[config.mk]
export PLATFORM = sky130hd
export DESIGN_NAME = hbq_cfg
export DESIGN_NICKNAME = d
export VERILOG_FILES = /design/src/design/hbq_pkg.sv /design/src/design/hbq_cfg.sv
export SDC_FILE = /design/constraint.sdc
export NUM_CORES = 1
export LEC_CHECK = 0
export BUFFER_PORTS_ARGS = -buffer_cell sky130_fd_sc_hd__buf_4
export CAP_MARGIN = 20
export CORE_MARGIN = 1.5
export CORE_UTILIZATION = 49
export CTS_CLUSTER_SIZE = 8
export DETAILED_ROUTE_END_ITERATION = 12
export PLACE_DENSITY_LB_ADDON = 0.25
export SYNTH_ARGS = -nofsm -noshare
export SYNTH_HDL_FRONTEND = slang
export SYNTH_SLANG_ARGS = --single-unit
[constraint.sdc]
create_clock -name clk -period 0.8 [get_ports clk]
set_input_delay 0 -clock clk [delete_from_list [all_inputs] [get_ports clk]]
set_output_delay 0 -clock clk [all_outputs]
set_load 0.03 [all_outputs]
[src/design/hbq_pkg.sv]
// Shared types and constants for the stereo highpass biquad.
// Holds the word structs, coefficient set, lane status and fixed widths.
// No dependencies; every other design file imports this package.
`timescale 1ns / 1ps

package hbq_pkg;

    localparam int CHANNEL_COUNT  = 2;
    localparam int SAMPLE_BITS    = 24;
    localparam int COEF_FRAC_BITS = 22;
    localparam int COEF_BITS      = 26;
    localparam int CFG_INDEX_BITS = 2;

    // x - 2*x1 + x2 needs two bits of headroom over one sample
    localparam int DIFF_BITS = SAMPLE_BITS + 2;
    localparam int FF_BITS   = COEF_BITS + DIFF_BITS;
    localparam int FB_BITS   = COEF_BITS + SAMPLE_BITS;
    localparam int ACC_BITS  = FF_BITS + 2;
    localparam int RND_BITS  = ACC_BITS - COEF_FRAC_BITS;

    typedef logic signed [SAMPLE_BITS-1:0] sample_word_t;
    typedef logic signed [COEF_BITS-1:0]   coef_word_t;

    localparam sample_word_t SAMPLE_MAX = {1'b0, {(SAMPLE_BITS-1){1'b1}}};
    localparam sample_word_t SAMPLE_MIN = {1'b1, {(SAMPLE_BITS-1){1'b0}}};

    // Register indexes on the configuration port
    localparam logic [CFG_INDEX_BITS-1:0] REG_FORWARD_GAIN = 2'd0;
    localparam logic [CFG_INDEX_BITS-1:0] REG_FEEDBACK_ONE = 2'd1;
    localparam logic [CFG_INDEX_BITS-1:0] REG_FEEDBACK_TWO = 2'd2;

    // Reset coefficients: 1 kHz cutoff at 48 kHz, Q3.22
    localparam coef_word_t GAIN_RESET = 26'sd3823491;
    localparam coef_word_t FB1_RESET  = -26'sd7614149;
    localparam coef_word_t FB2_RESET  = 26'sd3485549;

    typedef struct packed {
        sample_word_t sample_left;
        sample_word_t sample_right;
    } sample_t;

    typedef struct packed {
        sample_word_t filtered_left;
        sample_word_t filtered_right;
        logic         clipped;
    } result_t;

    typedef struct packed {
        coef_word_t forward_gain;
        coef_word_t feedback_one;
        coef_word_t feedback_two;
    } coef_set_t;

    typedef struct packed {
        sample_word_t y;
        logic         clip;
    } lane_out_t;

endpackage

[src/design/hbq_cfg.sv]
// Coefficient register file for the stereo highpass biquad.
// Depends on hbq_pkg for the coefficient set and register indexes.
`timescale 1ns / 1ps

module hbq_cfg (
    input  logic                               clk,
    input  logic                               rst_n,
    input  logic                               wr_en,
    input  logic [hbq_pkg::CFG_INDEX_BITS-1:0] wr_index,
    input  hbq_pkg::coef_word_t                wr_data,
    output hbq_pkg::coef_set_t                 coefs
);
    import hbq_pkg::*;

    coef_set_t coefs_reg;
    coef_set_t coefs_next;

    always_comb
    begin
        coefs_next = coefs_reg;
        if (wr_en)
        begin
            unique case (wr_index)
                REG_FORWARD_GAIN: coefs_next.forward_gain = wr_data;
                REG_FEEDBACK_ONE: coefs_next.feedback_one = wr_data;
                REG_FEEDBACK_TWO: coefs_next.feedback_two = wr_data;
                default:          coefs_next = coefs_reg;  // unmapped index: drop
            endcase
        end
    end

    always_ff @(posedge clk or negedge rst_n)
    begin
        if (!rst_n)
        begin
            coefs_reg.forward_gain <= GAIN_RESET;
            coefs_reg.feedback_one <= FB1_RESET;
            coefs_reg.feedback_two <= FB2_RESET;
        end
        else
        begin
            coefs_reg <= coefs_next;
        end
    end

    assign coefs = coefs_reg;

endmodule

==> impl_results.md <==
- Outcome: complete, but fails checks
- Failing checks: negative setup slack
- Slew Limit Fails: 0
- Max Fclk: around 950 MHz
- Pleak: between 2 and 3 nW
- Adder-Cell Fraction of Synth Area: 0%
- Routed WL per cell: between 20 and 25 um
- Max stage delay on crit path: roughly 0.57 ns
- DIE HEIGHT: about 81 um
- Syn-to-layout area delta: 80.8%
- Starting density of the core: around 50%
- Critical path endpoint category: output pin
- Total gr overflow: 0
- Vias in the first global route: 2396
- Worst-skew pair later-pin latency: around 0.34 ns
- Endpoints failing hold: 0
- CP delay by family, top: flip-flops
- Post-route ant nets: 0
- CTS tree: done
- IO Pins: between 100 and 150
- Class of the worst hold path: input port to asynchronous set/reset pin
- Final worst setup slack: -0.256 ns
- Total power: ~15 mW
- Vias/cell: about 5.1
- CTS buffer count: 9
- Synth Area in Compound Gates: 0%
- Slowest CP cell: dfstp_2
- Slew HR: 78.6%
- Worst reg2reg path startpoint: coefs[38]
- Tcrit/Tclk final: 132%
- CP cell instances: buf_6
- Layout cells sized above 1: 89.0%
- Post-layout nets: roughly 380
- First-pass GRT wire length: roughly 13000 um
- Ys Warns: 0
- Row cnt: 28
- Routed wire length: between 9000 and 10000 um
- Yosys reg bits: 78
- Post-Syn Instances: 165
- Max reg flops: 78
- Synth Cell Area: about 3000 um2
- Power density over cell area: roughly 2700 nW/um2
- Setup_tns: -15.89 ns
- CP Launch Type: register
- Worst Clk Skew: 0 ns
- Diode count: 0
- Post-DP HPWL: roughly 4800 um
- Mean Syn Cell Area: around 18 um2
- Clock Sinks: approximately 80
- Overall Global Routing Usage: 27.6%
- Max-Cap Viols: 0
- Yosys cell types: 9
- Syn nets: a little under 200
- Largest net degree at the start of global routing: 27
- Sequential cell area fraction in the yosys report: 67.0%
- Largest family of logic cells by synthesized area: multiplexers
- RSZ-0062 raised after global routing: true
- Pin slew with the least headroom to its limit: 0.321 ns
- Worst setup path category: register to output pin
- Synth Area in Simple Gates: approximately 1.4%
- Most common cell after layout, fill and taps aside: buf_6
- Cell depth of the worst flop-to-flop path: 3
- Die area: roughly 6600 um2
- H-Tree Level Count: 3
- Endpoints failing setup: about 120
- Critical path arrival: 1.06 ns
- RR Endpoint: coefs[38]
- Port Buffers: 108
- Post-layout min period: 1.06 ns
- Die width: 81.1 um
- CTS root buf: clkbuf_8
- CP Data Required Time: approximately 0.8 ns
- Maximum fanout along the worst path: 2
- Core box area: a little under 6000 um2
- Peak supply drop: around 1.8 mV
- Post-synthesis xor/xnor area fraction: 0%
- First-pass DRT Iterations: 4
- Reg2Reg Setup Slack: -0.17 ns
- Commonest cells after routing, fill and taps aside: buf_6, mux2_4, buf_4
- Worst Path Buf+Inv: 1
- DR DRC count: 0
- Antenna violations before repair: 0
- RD Place Congestion: slightly above 0.7
- Clock slew seen by the registers of the worst setup and hold paths: 0.10 ns
- Filler cells: between 150 and 200
- Via count: around 2200
- Multiplexer area fraction after synthesis: between 20 and 30%
- Initial DRC Count: between 50 and 60
- Clock Tree Buf Depth: 2
==> report_power, final <==
group,switching [mW],internal (mW),total (mW)
registers,0.709,5.04,5.75
clock network,1.57,1.55,3.12
logic,2.57,3.09,5.66
total,4.85,9.68,14.5
==> synthesized netlist by cell type <==
master | instances | share of area [%]
buf_4 | 2 | 0.50
buf_6 | 2 | 0.75
clkbuf_8 | 2 | 0.92
dfrtp_1 | 37 | 31
dfstp_2 | 41 | 36
mux2_1 | 1 | 0.38
mux2_2 | 77 | 29
nand3b_2 | 2 | 0.75
nor3b_4 | 1 | 0.63
==> worst max-delay path by stage <==
stage                start   endpoint  cells past startpoint
2_1_floorplan  wr_index[1]  coefs[54]                      3
3_3_place_gp   wr_index[1]  coefs[76]                      4
3_5_place_dp   wr_index[1]  coefs[75]                      4
4_1_cts          coefs[45]  coefs[45]                      1
5_1_grt          coefs[38]  coefs[38]                      1
6_report         coefs[13]  coefs[13]                      1
==> layout make-up <==
type / count / area (um2) / area share (%)
Multi-Input combinational cell: 81 / 1190 / 22.0
Tap cell: 75 / 93.8 / 1.74
Clock buffer: 10 / 138 / 2.55
Clock inverter: 6 / 67.6 / 1.25
Timing Repair Buffer: 178 / 1880 / 34.8
Sequential cell: 78 / 2040 / 37.7
==> repair_timing <==
action	4_1_cts	5_1_grt
setup buffers	25	8
hold endpoints to repair	126	0
resized for setup	83	20
setup endpoints to repair	78	115
hold buffers	27	0
==> through the flow <==
stage / hold slack, ns / setup slack, ns / cell area, um2 / instances / utilization, %
floorplan: -0.296 / -0.183 / 3280 / 165 / -
global placement: -0.0849 / -0.258 / 4310 / 354 / 72.8
detailed placement: -0.0856 / -0.297 / 4310 / 354 / 72.8
CTS: 0.0927 / -0.260 / 5280 / 422 / 89.2
global route: 0.128 / -0.275 / 5400 / 428 / 91.3
finish: 0.119 / -0.256 / 5400 / 428 / 91.3
==> per-layer routing <==
metal	global-route usage (%)	part of all wire [%]	up-vias
met3	5.96	5.0	20
li1	-	-	949
met1	35.6	39	1115
met5	0	0	-
met4	10.0	2.3	0
met2	45.8	53	93
==> cell families after synthesis <==
logic type,count (synthesis)
mux,78
buf+inv,6
simple gates,3
flops,78
No activity file was read; power rests on OpenSTA's default activity.
